## config.mk

```make
export PLATFORM = sky130hd
export DESIGN_NAME = encoder_direction_check_fsm
export DESIGN_NICKNAME = d
export VERILOG_FILES = /design/src/edc_pkg.sv /design/src/edc_cfg.sv /design/src/edc_core.sv /design/src/encoder_direction_check_fsm.sv
export SDC_FILE = /design/constraint.sdc
export NUM_CORES = 1
export LEC_CHECK = 0
export BUFFER_PORTS_ARGS = -buffer_cell sky130_fd_sc_hd__buf_2
export CORE_MARGIN = 1.5
export CORE_UTILIZATION = 40
export CTS_BUF_LIST = sky130_fd_sc_hd__clkbuf_16
export CTS_CLUSTER_SIZE = 10
export DETAILED_ROUTE_END_ITERATION = 6
export SLEW_MARGIN = 15
export SYNTH_ARGS = -nofsm -noshare
export SYNTH_HDL_FRONTEND = slang
export SYNTH_HIERARCHICAL = 1
export SYNTH_SLANG_ARGS = --single-unit
```

## constraint.sdc

```tcl
create_clock -name clk -period 4.9 [get_ports clk]
set_input_delay 0.98 -clock clk [delete_from_list [all_inputs] [get_ports clk]]
set_output_delay 0.98 -clock clk [all_outputs]
set_load 0.03 [all_outputs]
```

## src/edc_pkg.sv

```systemverilog
// ----------------------------------------------------------------------------
// edc_pkg
// Shared types and constants for the encoder direction check sequencer.
// ----------------------------------------------------------------------------
`timescale 1ns / 1ps
`default_nettype none

package edc_pkg;

  localparam int POS_WIDTH_DEF = 32;

  localparam int CPR_W = 16;
  localparam int SDL_W = 12;
  localparam int TOL_W = 10;
  localparam int ENC_W = 32;
  localparam int DRV_W = 13;
  localparam int STATUS_W = 16;
  localparam int VERDICT_W = 2;

  localparam int CFG_ADDR_W = 2;
  localparam int CFG_DATA_W = 16;

  // in_tdata: seek_done, enc_position -> 33 bits, padded to 40
  localparam int IN_TDATA_W = 40;
  // out_tdata: status_word, verdict, drive_level, reset_ctrl, reset_pos,
  // restart_seek -> 34 bits, padded to 40
  localparam int OUT_TDATA_W = 40;

  localparam logic [CFG_ADDR_W-1:0] REG_COUNTS_PER_REV   = 2'd0;
  localparam logic [CFG_ADDR_W-1:0] REG_SEEK_DRIVE_LEVEL = 2'd1;
  localparam logic [CFG_ADDR_W-1:0] REG_MATCH_TOLERANCE  = 2'd2;

  localparam logic [CPR_W-1:0] CPR_RST = 16'd4096;
  localparam logic [SDL_W-1:0] SDL_RST = 12'd491;
  localparam logic [TOL_W-1:0] TOL_RST = 10'd10;

  localparam logic [STATUS_W-1:0] STATUS_IDLE    = 16'h0000;
  localparam logic [STATUS_W-1:0] STATUS_RUNNING = 16'haaaa;
  localparam logic [STATUS_W-1:0] STATUS_FAILED  = 16'hbbbb;

  localparam logic [VERDICT_W-1:0] VERDICT_NONE = 2'd0;
  localparam logic [VERDICT_W-1:0] VERDICT_PASS = 2'd1;
  localparam logic [VERDICT_W-1:0] VERDICT_FAIL = 2'd2;

  typedef enum logic [3:0] {
    PH_BEGIN  = 4'b0001,
    PH_FIRST  = 4'b0010,
    PH_SECOND = 4'b0100,
    PH_RETURN = 4'b1000
  } edc_phase_t;

  typedef struct packed {
    logic [CPR_W-1:0] counts_per_rev;
    logic [SDL_W-1:0] seek_drive_level;
    logic [TOL_W-1:0] match_tolerance;
  } edc_cfg_t;

  typedef struct packed {
    logic [STATUS_W-1:0]  status_word;
    logic [VERDICT_W-1:0] verdict;
    logic [DRV_W-1:0]     drive_level;  // two's complement
    logic                 reset_ctrl;
    logic                 reset_pos;
    logic                 restart_seek;
  } edc_result_t;

endpackage

`default_nettype wire

```

## src/edc_cfg.sv

```systemverilog
// ----------------------------------------------------------------------------
// edc_cfg
// Configuration register file: counts per revolution, seek drive level and
// revolution match tolerance.
// ----------------------------------------------------------------------------
`timescale 1ns / 1ps
`default_nettype none

module edc_cfg (
  input  wire logic                           clk,
  input  wire logic                           rst_n,
  input  wire logic                           cfg_we,
  input  wire logic [edc_pkg::CFG_ADDR_W-1:0] cfg_addr,
  input  wire logic [edc_pkg::CFG_DATA_W-1:0] cfg_wdata,
  output edc_pkg::edc_cfg_t                   cfg_o
);
  import edc_pkg::*;

  edc_cfg_t cfg_r;
  edc_cfg_t cfg_nxt;

  always_comb begin
    cfg_nxt = cfg_r;
    if (cfg_we) begin
      case (cfg_addr)
        REG_COUNTS_PER_REV:   cfg_nxt.counts_per_rev   = cfg_wdata[CPR_W-1:0];
        REG_SEEK_DRIVE_LEVEL: cfg_nxt.seek_drive_level = cfg_wdata[SDL_W-1:0];
        REG_MATCH_TOLERANCE:  cfg_nxt.match_tolerance  = cfg_wdata[TOL_W-1:0];
        default:              cfg_nxt = cfg_r;
      endcase
    end
  end

  always_ff @(posedge clk) begin
    if (!rst_n) begin
      cfg_r.counts_per_rev   <= CPR_RST;
      cfg_r.seek_drive_level <= SDL_RST;
      cfg_r.match_tolerance  <= TOL_RST;
    end else begin
      cfg_r <= cfg_nxt;
    end
  end

  assign cfg_o = cfg_r;

endmodule

`default_nettype wire

```

## src/edc_core.sv

```systemverilog
// ----------------------------------------------------------------------------
// edc_core
// Phase sequencer state and the single-step logic that turns one request into
// one result.
// ----------------------------------------------------------------------------
`timescale 1ns / 1ps
`default_nettype none

module edc_core #(
  parameter int POS_WIDTH = edc_pkg::POS_WIDTH_DEF
) (
  input  wire logic                             clk,
  input  wire logic                             rst_n,
  input  wire logic                             step_en,
  input  wire logic                             func,
  input  wire logic                             seek_done,
  input  wire logic signed [edc_pkg::ENC_W-1:0] enc_position,
  input  edc_pkg::edc_cfg_t                     cfg,
  output edc_pkg::edc_result_t                  result
);
  import edc_pkg::*;

  localparam int ERR_W = POS_WIDTH + 2;

  edc_phase_t                   phase_r, phase_nxt;
  logic signed [POS_WIDTH-1:0]  start_pos_r, start_pos_nxt;
  logic signed [POS_WIDTH-1:0]  first_pos_r, first_pos_nxt;
  logic [STATUS_W-1:0]          status_r, status_nxt;

  logic signed [POS_WIDTH-1:0]  pos;
  logic signed [ERR_W-1:0]      err;
  logic signed [ERR_W-1:0]      tol;
  logic                         rev_ok;
  logic signed [DRV_W-1:0]      drv_fwd;

  // sign-extend or wrap to the position width
  assign pos = POS_WIDTH'(enc_position);

  assign err = ERR_W'(pos)
             - ERR_W'(signed'({1'b0, cfg.counts_per_rev}))
             - ERR_W'(first_pos_r);
  assign tol = ERR_W'(signed'({1'b0, cfg.match_tolerance}));
  assign rev_ok = (err < tol) && (err > -tol);

  assign drv_fwd = DRV_W'(signed'({1'b0, cfg.seek_drive_level}));

  always_comb begin
    phase_nxt     = phase_r;
    start_pos_nxt = start_pos_r;
    first_pos_nxt = first_pos_r;
    status_nxt    = status_r;
    result        = '0;
    result.status_word = status_r;

    if (!func) begin
      phase_nxt          = PH_BEGIN;
      start_pos_nxt      = '0;
      first_pos_nxt      = '0;
      status_nxt         = STATUS_IDLE;
      result.status_word = STATUS_IDLE;
    end else begin
      case (phase_r)
        PH_BEGIN: begin
          start_pos_nxt       = pos;
          status_nxt          = STATUS_RUNNING;
          result.status_word  = STATUS_RUNNING;
          phase_nxt           = PH_FIRST;
          result.reset_ctrl   = 1'b1;
          result.reset_pos    = 1'b1;
          result.restart_seek = 1'b1;
        end
        PH_FIRST: begin
          if (!seek_done) begin
            result.drive_level = drv_fwd;
          end else begin
            first_pos_nxt       = pos;
            phase_nxt           = PH_SECOND;
            result.reset_pos    = 1'b1;
            result.restart_seek = 1'b1;
          end
        end
        PH_SECOND: begin
          if (!seek_done) begin
            result.drive_level = drv_fwd;
          end else if (rev_ok) begin
            phase_nxt = PH_RETURN;
          end else begin
            phase_nxt          = PH_BEGIN;
            status_nxt         = STATUS_FAILED;
            result.status_word = STATUS_FAILED;
            result.verdict     = VERDICT_FAIL;
          end
        end
        PH_RETURN: begin
          if (pos > start_pos_r) begin
            result.drive_level = -drv_fwd;
          end else begin
            phase_nxt          = PH_BEGIN;
            status_nxt         = STATUS_IDLE;
            result.status_word = STATUS_IDLE;
            result.verdict     = VERDICT_PASS;
          end
        end
        default: begin
          phase_nxt = PH_BEGIN;
        end
      endcase
    end
  end

  always_ff @(posedge clk) begin
    if (!rst_n) begin
      phase_r     <= PH_BEGIN;
      start_pos_r <= '0;
      first_pos_r <= '0;
      status_r    <= STATUS_IDLE;
    end else if (step_en) begin
      phase_r     <= phase_nxt;
      start_pos_r <= start_pos_nxt;
      first_pos_r <= first_pos_nxt;
      status_r    <= status_nxt;
    end
  end

endmodule

`default_nettype wire

```

## src/encoder_direction_check_fsm.sv

```systemverilog
// ----------------------------------------------------------------------------
// encoder_direction_check_fsm
// Encoder direction diagnostic: begin, first index, second index with
// revolution check, return to start, then pass or fail verdict.
// ----------------------------------------------------------------------------
// Flow: a request loads the input register when it is accepted; its result
//   loads the result register when the result stage next advances.
// Throughput: one request per cycle while out_tready does not stall the result;
//   the step logic sits between the registers, phase state updates per request.
// Reset: synchronous, active low; clears phase, captured positions, status
//   and both valid flags, and loads the register defaults.
`timescale 1ns / 1ps
`default_nettype none

module encoder_direction_check_fsm #(
  parameter int POS_WIDTH = edc_pkg::POS_WIDTH_DEF
) (
  input  wire logic                            clk,
  input  wire logic                            rst_n,
  input  wire logic                            in_tvalid,
  output logic                                 in_tready,
  // [0] seek_done, [32:1] enc_position, [39:33] zero
  input  wire logic [edc_pkg::IN_TDATA_W-1:0]  in_tdata,
  // [0] func
  input  wire logic                            in_tuser,
  output logic                                 out_tvalid,
  input  wire logic                            out_tready,
  // [15:0] status_word, [17:16] verdict, [30:18] drive_level,
  // [31] reset_ctrl, [32] reset_pos, [33] restart_seek, [39:34] zero
  output logic [edc_pkg::OUT_TDATA_W-1:0]      out_tdata,
  input  wire logic                            cfg_we,
  input  wire logic [edc_pkg::CFG_ADDR_W-1:0]  cfg_addr,
  input  wire logic [edc_pkg::CFG_DATA_W-1:0]  cfg_wdata
);
  import edc_pkg::*;

  edc_cfg_t             cfg;
  edc_result_t          result;

  logic                 in_vld_r;
  logic                 func_r;
  logic                 seek_done_r;
  logic signed [ENC_W-1:0] enc_pos_r;
  logic                 out_vld_r;
  edc_result_t          out_res_r;
  logic                 advance;
  logic                 step_en;

  assign advance   = !out_vld_r || out_tready;
  assign step_en   = in_vld_r && advance;
  assign in_tready = !in_vld_r || advance;

  edc_cfg u_cfg (
    .clk       (clk),
    .rst_n     (rst_n),
    .cfg_we    (cfg_we),
    .cfg_addr  (cfg_addr),
    .cfg_wdata (cfg_wdata),
    .cfg_o     (cfg)
  );

  edc_core #(
    .POS_WIDTH (POS_WIDTH)
  ) u_core (
    .clk          (clk),
    .rst_n        (rst_n),
    .step_en      (step_en),
    .func         (func_r),
    .seek_done    (seek_done_r),
    .enc_position (enc_pos_r),
    .cfg          (cfg),
    .result       (result)
  );

  // input register
  always_ff @(posedge clk) begin
    if (!rst_n) begin
      in_vld_r <= 1'b0;
    end else if (in_tready) begin
      in_vld_r <= in_tvalid;
    end
  end

  always_ff @(posedge clk) begin
    if (in_tready && in_tvalid) begin
      func_r      <= in_tuser;
      seek_done_r <= in_tdata[0];
      enc_pos_r   <= in_tdata[ENC_W:1];
    end
  end

  // result register
  always_ff @(posedge clk) begin
    if (!rst_n) begin
      out_vld_r <= 1'b0;
    end else if (advance) begin
      out_vld_r <= in_vld_r;
    end
  end

  always_ff @(posedge clk) begin
    if (step_en) begin
      out_res_r <= result;
    end
  end

  assign out_tvalid = out_vld_r;
  assign out_tdata  = {6'd0,
                       out_res_r.restart_seek,
                       out_res_r.reset_pos,
                       out_res_r.reset_ctrl,
                       out_res_r.drive_level,
                       out_res_r.verdict,
                       out_res_r.status_word};

endmodule

`default_nettype wire

```

[Yosys cells after proc, flatten, opt, wreduce, memory -nomap -nowiden]
Index checks and enable logic that the tools add are counted.
Cells by class
  add/sub/neg operators: 4
  $mul: 0
  reductions and logical operators: 16
  div/mod/pow operators: 0
  bitwise gates (word level): 0
  eq/ne operators: 14
  multiplexer cells: 27
  shift-type cells: 0
  order comparisons: 3
Operator list (count)
  32-bit two-way mux: 5
  16-bit one-hot mux with 3 select lines: 2
  16-bit two-way mux: 4
  18-bit two-way mux: 3
  34-bit > comparator: 1
  34-bit by 11-bit < comparator with 1-bit output: 1
  10-bit negation with 34-bit output: 1
  33-bit by 32-bit subtractor with 34-bit output: 1
  32-bit by 17-bit subtractor with 33-bit output: 1
  32-bit > comparator: 1
  13-bit one-hot mux with 2 select lines: 1
  4-bit two-way mux: 5
  4-bit one-hot mux with 4 select lines: 1
  13-bit two-way mux: 1
  12-bit negation with 13-bit output: 1
  12-bit two-way mux: 1
  3-bit != test (second input constant): 4
  2-bit one-hot mux with 2 select lines: 2
  2-bit AND reduction: 4
  2-bit by 1-bit != test with 1-bit output (second input constant): 3
  5-bit AND reduction: 1
  4-bit by 1-bit equality test with 1-bit output (second input constant): 1
  4-bit by 2-bit equality test with 1-bit output (second input constant): 1
  4-bit by 3-bit equality test with 1-bit output (second input constant): 1
  other kinds (13): 17
Storage, ports and cells
  output and inout bits: 42
  memory bits (writable): 0
  word-level logic and storage cells: 82
  input port bits: 64
  bits in latches: 0
  memory bits (read-only): 0
  register bits after elaboration: 192
  memories: 0

[Logic depth before layout (Yosys ltp)]
Gate-level depths: netlist of run 1.
  depth in word-level cells: 8
  gate-level depth with buffers: 23

[Cells and area by module]
Netlist of run 1, hierarchy kept.
By module, submodules not included
  edc_core: area each 8230.4 µm², cells an instance 1142, times used 1
  encoder_direction_check_fsm: area each 2194.6 µm², cells an instance 84, times used 1
  edc_cfg: area each 1561.5 µm², cells an instance 153, times used 1

[Worst setup path before layout of run 1]
Ideal clock, no wire load.
  path kind: register to register
  start: register enc_pos_r[10]
  end: register out_res_r, in the netlist out_tdata[11] (data pin)
  library setup time: 0.251 ns
  stages on the path, launching flop included: 21
  data arrival time: 5.078 ns
  data required time: 4.649 ns
  setup slack: -0.429 ns
  period minus slack after synthesis: 5.329 ns
  path through: edfxtp_1 > fa_1 > ha_1 > buf_6 > a211oi_2 > o211ai_1 > a221o_1 > a211oi_2 > mux2_2 > a211oi_1 > ha_1 > nand4_1 > nor4_1 > o21ai_0 > a21oi_1 > o31a_1 > o21ai_0 > or4_4 > o2111ai_4 > a211oi_1 > buf_4
Between the ends
  longest elaborated chain between the ends: 7
  elaborated cells on any way between the ends: 10
  classes of those cells: add/sub (2); order compare (3); mux (4); reduce/logical (1)
RTL lines
  start: declaration: RTL line encoder_direction_check_fsm.sv:43  | logic signed [ENC_W-1:0] enc_pos_r;
  start signal: assignment: RTL line encoder_direction_check_fsm.sv:88  | enc_pos_r <= in_tdata[ENC_W:1];
  32-bit by 17-bit subtractor with 33-bit output: RTL line edc_core.sv:40  | - ERR_W'(signed'({1'b0, cfg.counts_per_rev}))
  33-bit by 32-bit subtractor with 34-bit output: RTL line edc_core.sv:41  | - ERR_W'(first_pos_r);
  34-bit by 11-bit < comparator with 1-bit output or 34-bit > comparator (tied branches): RTL line edc_core.sv:43  | assign rev_ok = (err < tol) && (err > -tol);
  1-bit logical AND: RTL line edc_core.sv:43
  18-bit two-way mux: RTL line edc_core.sv:85  | end else if (rev_ok) begin
  18-bit two-way mux: RTL line edc_core.sv:83  | if (!seek_done) begin
  16-bit one-hot mux with 3 select lines (*): RTL line edc_core.sv:62  | case (phase_r)
  end signal: assignment: RTL line encoder_direction_check_fsm.sv:103  | out_res_r <= result;
  end: declaration: RTL line encoder_direction_check_fsm.sv:45  | edc_result_t out_res_r;
Every way passes the cells marked *; elsewhere a longest branch is shown, timed or not.
A chain may end at the register's enable or synchronous reset.

[Worst setup path after layout of run 1]
  start: register enc_pos_r[0]
  end: register out_res_r, in the netlist out_tdata[15] (data pin)
Same word-level chain as after synthesis.

==> results.json, run 1 <==
{
  "outcome": "finished with violations",
  "violations": "setup timing",
  "place_congestion": 0.885,
  "p_clk_frac": 0.348,
  "hold_viol": 0,
  "endpoint_kind": "flip-flop",
  "numPortBuffers": 92,
  "synthCells": 1379,
  "yosysMostFrequentCell": "nand2_1",
  "diodes": 0,
  "max_cap_violations": 0,
  "row_count": 63,
  "core_um2": 29600,
  "critical_path.top_delay_family": "compound AO/OA/AOI/OAI gates",
  "grt_pass1_vias": 9493,
  "wl_per_cell_um": 15.0,
  "syn_area_um2": 12000,
  "cts.sinks": 178,
  "vias_per_cell": 5.12,
  "drive_gt1_frac": 0.204,
  "cts_tree": "done",
  "period_needed_ns": 5.18,
  "die_area_um2": 31000,
  "rsz0062_at_grt": "true",
  "cp_max_fo": 8,
  "synth_top_cell_area_share": 0.184,
  "dp_hpwl_um": 22800,
  "slowest_stage": "fa_1",
  "power_per_cell_area_nw_per_um2": 288,
  "drt_iter0_drc": 626,
  "ys_seq_area_frac": 0.354,
  "crit_arrival_ns": 5.36,
  "numCtsBuffers": 17,
  "synth_edf_count": 68,
  "synthTopCellsByArea": "dfxtp_1, edfxtp_1, ha_1",
  "vias": 9981,
  "synth_area_per_cell_um2": 8.69,
  "critical_path_class": "reg -> reg",
  "p_switching_mw": 1.26,
  "placed_area_um2": 13500,
  "start_kind": "flip-flop",
  "hold_buffers": 0,
  "place_ws_ns": -0.459,
  "skew_ns": 0.00887,
  "cts-root-buf": "clkbuf_16",
  "stdcell_area_um2": 14400,
  "die_w_um": 176,
  "syn2layout_area_growth_pct": 20.0,
  "peakVddDrop_uv": 272,
  "synth_ff_type": "dfxtp_1",
  "finalSetupViolCount": 17,
  "path_cells": "fa_1 -> ha_1 -> nor2_2 -> fa_2 -> nand2b_4 -> a21o_4 -> a211o_1 -> and4_4 -> a211o_1 -> ha_1 -> nand4_1 -> nor4_4 -> o21ai_1 -> a21oi_2 -> o31a_1 -> o21ai_2 -> or4_4 -> o2111ai_4 -> buf_12 -> a211oi_4",
  "clkTransAtPathRegs_ns": 0.07,
  "cts_max_level": 4,
  "ys_warn_count": 6,
  "wl_um": 29300,
  "slew_violations": 0,
  "async_flop_share": 0,
  "pwr-share-comb": 0.256,
  "hp-class": "reg -> reg",
  "antenna_found_initial": 0,
  "leakagePower_nw": 6.02,
  "grt_max_degree": 67,
  "cpPeakStageDelay_ns": 0.53,
  "p_int_mw": 2.89,
  "die_h_um": 176,
  "min_period_over_period": 1.06,
  "worst_pin_slew_ns": 1.07,
  "nFillCells": 2813,
  "max_slew_margin": 0.288,
  "sw_frac_of_total": 0.303,
  "cp.buffers_inverters": 1,
  "setup_tns_ns": -4.35,
  "grt_usage": 0.194,
  "io_pins": 106,
  "grt_pass1_wl_um": 47800,
  "start_util": 0.406,
  "fmax_mhz": 193,
  "ant_nets": 0,
  "yosys-top-cells-count": "nand2_1, inv_1, ha_1",
  "globalRouteOverflowTotal": 0,
  "insertion_delay_ns": 0.45,
  "ys_ff_latch": 178,
  "drtPass1Iterations": 6,
  "route.detailed.drc": 0,
  "worst_slack_ns": -0.283,
  "clock_path_buffers": 2,
  "synthDistinctLibCells": 87,
  "pwr-share-seq": 0.397,
  "multi_input_area_um2": 6920,
  "synth_top_cell_by_area": "dfxtp_1",
  "required_ns": 5.08,
  "regArea_um2": 4240,
  "final_nets": 1757
}
==> path summary, 6_finish.rpt <==
check / startpoint / end / slack, ns / depth (start not counted)
max: enc_pos_r[0] / out_tdata[15] / -0.28 / 20
min: u_core/first_pos_r[2] / u_core/first_pos_r[2] / 0.46 / 2
max reg2reg: enc_pos_r[0] / out_tdata[15] / -0.28 / 20
min reg2reg: u_core/first_pos_r[2] / u_core/first_pos_r[2] / 0.46 / 2
==> stage by stage <==
step                cells  utilization  total power [mW]  hold WS [ns]
CTS                  1947        0.482              4.16         0.457
global placement     1913        0.458              2.68         0.442
finish               1951        0.486              4.14         0.456
global route         1951        0.486              4.36         0.471
detailed placement   1913        0.458              2.70         0.447
floorplan            1387            -              2.32         0.435
==> worst reg2reg max path: stages, from the launching register on <==
cell and delay, ns:
edfxtp_1 0.43, fa_1 0.53, ha_1 0.20, nor2_2 0.06, fa_2 0.33, nand2b_4 0.16
a21o_4 0.23, a211o_1 0.31, and4_4 0.19, a211o_1 0.26, ha_1 0.29, nand4_1 0.15
nor4_4 0.33, o21ai_1 0.12, a21oi_2 0.13, o31a_1 0.16, o21ai_2 0.06, or4_4 0.49
o2111ai_4 0.24, buf_12 0.16, a211oi_4 0.09
==> power groups by stage <==
stage	clock [mW]	combinational [mW]	sequential, mW
after floorplan	0	0.630	1.69
after global placement	0	1.00	1.68
after detailed placement	0	1.02	1.68
after CTS	1.48	1.04	1.64
after global routing	1.53	1.18	1.65
final	1.44	1.06	1.64
==> sequential cells by signal, indices dropped and copies added, names as in the netlist <==
name                flops
u_cfg/cfg_o            38
out_tdata              34
enc_pos_r              32
u_core/first_pos_r     32
u_core/start_pos_r     32
u_core/phase_r          4
u_core/status_r         2
func_r                  1
in_vld_r                1
out_tvalid              1
seek_done_r             1
==> cell usage in the layout (no fill, tap or decap), types with 4 or more instances in the layout <==
cell type / n
nand2_1: 171
inv_1: 153
buf_4: 137
ha_1: 126
a21oi_1: 119
dfxtp_1: 110
buf_2: 92
nand3_1: 70
edfxtp_1: 68
nor2_1: 52
o21ai_0: 50
mux2i_1: 32
nor3_1: 30
nand4_1: 29
a21o_1: 25
xnor2_1: 20
clkbuf_16: 17
nor4_1: 15
fa_1: 15
xor2_1: 12
conb_1: 10
nor2b_1: 10
o21a_1: 9
a21oi_2: 9
o211ai_1: 8
a31oi_1: 8
inv_6: 7
nand2b_1: 7
nand4b_1: 6
o21ai_1: 6
and3_1: 6
and2_1: 6
o31ai_1: 6
or3_1: 6
o211ai_2: 5
nand3b_1: 4
a211oi_1: 4
==> routing by layer <==
layer	up-vias	track usage	part of all wire
li1	5155	-	-
met5	-	0	0
met3	26	0.0310	0.033
met2	184	0.297	0.44
met1	4616	0.278	0.51
met4	0	0.0591	0.017
==> area by class of cell <==
| class | instances | area share |
|---|---|---|
| multi-input cells | 966 | 0.481 |
| flip-flops and latches | 178 | 0.295 |
| repair buffers | 231 | 0.107 |
| inverters | 154 | 0.0402 |
| well taps | 390 | 0.0339 |
| clock buffers | 17 | 0.0296 |
| clock inverters | 15 | 0.0132 |
==> cells by family (layout without fill, tap and decap cells) <==
logic type,after synthesis,count (layout),share of synthesized area
adders and majority gates,145,145,0.161
AOI/OAI and AO/OA,302,302,0.159
and+or+nand+nor,442,442,0.182
muxes,33,33,0.0277
DFF,178,178,0.354
buffers and inverters,243,417,0.0909
other,2,10,0.000627
xor gates and xnor gates,34,34,0.0248
==> timing repair <==
item,in CTS,in global routing
gates resized for setup,15,16
pin swaps,7,5
buffers inserted,2,3
setup endpoints to repair,17,17
hold endpoints to repair,0,0
(Power assumes the default switching activity.)
==> inputs of run 2 (changes only) <==
Settings changed: RECOVER_POWER set to 25.
==> run 2 against run 1 <==
  * The flow finishes with violations (capacitance limit, slew limit, setup timing)
  * Cell area is 0.35% lower
  * Cell count stayed put
  * Total power is 0.14% lower
  * Non-clock buffer count stayed put
  * Critical endpoint unchanged
  * Critical path type unchanged
==> results.json, run 2 (synthesized netlist as in run 1, its figures left out) <==
{
  "outcome": "finished with violations",
  "violations": "capacitance limit, slew limit, setup timing",
  "stdcell_area_um2": 14300,
  "cts.sinks": 178,
  "critical_path_class": "reg -> reg",
  "skew_ns": 0.00784,
  "largest_reg_flops": 38,
  "grt.met2_usage": 0.297,
  "layout_commonest_cell": "nand2_1",
  "peakVddDrop_uv": 272,
  "crit_arrival_ns": 5.36,
  "grt_pass1_vias": 9493,
  "drt_iter0_drc": 616,
  "hold_viol": 0,
  "drtPass1Iterations": 5,
  "total_power_mw": 4.14,
  "place_congestion": 0.885,
  "dp_hpwl_um": 22800,
  "most-common-layout-cells": "nand2_1, inv_1, buf_4",
  "worst_pin_slew_ns": 2.17,
  "final_nets": 1757,
  "die_h_um": 176,
  "die_area_um2": 31000,
  "placed_area_um2": 13500,
  "endpoint_kind": "flip-flop",
  "fin_cells": 1951,
  "drive_gt1_frac": 0.200,
  "grt.met1_usage": 0.278,
  "die_w_um": 176,
  "power_per_cell_area_nw_per_um2": 289,
  "vias": 9970,
  "start_util": 0.406,
  "wl_um": 29300,
  "row_count": 63,
  "numPortBuffers": 92,
  "numCtsBuffers": 17,
  "core_um2": 29600,
  "grt_usage": 0.194,
  "final_util": 0.485,
  "rsz0062_at_grt": "true",
  "max_cap_violations": 1,
  "fmax_mhz": 193,
  "grt_pass1_wl_um": 47800,
  "min_period_over_period": 1.06,
  "top_usage_layer": "met2",
  "max_slew_margin": -0.449,
  "clkTransAtPathRegs_ns": 0.07,
  "ant_nets": 0,
  "diodes": 0,
  "required_ns": 5.08,
  "cts-root-buf": "clkbuf_16",
  "syn2layout_area_growth_pct": 19.5,
  "cp_max_fo": 8,
  "grt_max_degree": 67,
  "cts_max_level": 4,
  "finalSetupViolCount": 17,
  "insertion_delay_ns": 0.45,
  "antenna_found_initial": 0,
  "place_inst": 1913,
  "clock_path_buffers": 2,
  "wl_per_cell_um": 15.0,
  "leakagePower_nw": 5.99,
  "worst_slack_ns": -0.286,
  "gr-usage-met3": 0.0310,
  "start_kind": "flip-flop",
  "slew_violations": 43,
  "vias_per_cell": 5.11,
  "io_pins": 106,
  "hold_slack_ns": 0.456,
  "period_needed_ns": 5.19,
  "hp-class": "reg -> reg",
  "globalRouteOverflowTotal": 0,
  "route.detailed.drc": 0,
  "cts_tree": "done"
}
[run 2: routing by layer]
| metal | part of all wire | vias up |
|---|---|---|
| met5 | 0 | - |
| met4 | 0.019 | 0 |
| met3 | 0.033 | 28 |
| met2 | 0.44 | 182 |
| met1 | 0.51 | 4606 |
| li1 | - | 5154 |
[run 2: power by group]
part	internal, mW	total [mW]	switching [mW]
registers	1.60	1.64	0.0468
logic	0.469	1.06	0.586
clock network	0.817	1.44	0.621
[run 2: path summary, 6_finish.rpt]
| kind | from | end | slack, ns | cells past startpoint |
|---|---|---|---|---|
| hold / removal | u_core/first_pos_r[13] | u_core/first_pos_r[13] | 0.46 | 2 |
| hold reg to reg | u_core/first_pos_r[13] | u_core/first_pos_r[13] | 0.46 | 2 |
| setup / recovery | enc_pos_r[0] | out_tdata[15] | -0.29 | 20 |
| setup reg to reg | enc_pos_r[0] | out_tdata[15] | -0.29 | 20 |
[run 2: through the flow]
step                      TNS (ns)  setup slack [ns]
final                        -4.44            -0.286
after global routing         -8.56            -0.534
after CTS                    -4.21            -0.274
after detailed placement     -7.15            -0.459
after global placement       -6.27            -0.417
after floorplan           -0.00175         -0.000250
[run 2: timing repair]
| action | in CTS | in global routing |
|---|---|---|
| cloned | 0 | 0 |
| pin swaps | 7 | 5 |
| gates resized for setup | 15 | 16 |
| setup buffers | 2 | 3 |
| hold buffers | 0 | 0 |
| endpoints found under the setup margin | 17 | 17 |
[run 2: cell type report]
type	count	area (µm²)
Fill cell	2818	15200
Multi-Input combinational cell	966	6900
Sequential cell	178	4240
Timing Repair Buffer	231	1510
Inverter	154	578
Tap cell	390	488
Clock buffer	17	425
Clock inverter	15	190
[run 2: worst max-delay path, cell delays in order (launching register included)]
cell       delay (ns)
edfxtp_1         0.43
fa_1             0.53
ha_1             0.20
nor2_2           0.06
fa_2             0.33
nand2b_4         0.16
a21o_4           0.23
a211o_1          0.31
and4_4           0.19
a211o_1          0.26
ha_1             0.29
nand4_1          0.15
nor4_4           0.33
o21ai_1          0.12
a21oi_2          0.13
o31a_1           0.16
o21ai_2          0.06
or4_4            0.49
o2111ai_4        0.23
buf_12           0.16
a211oi_4         0.09
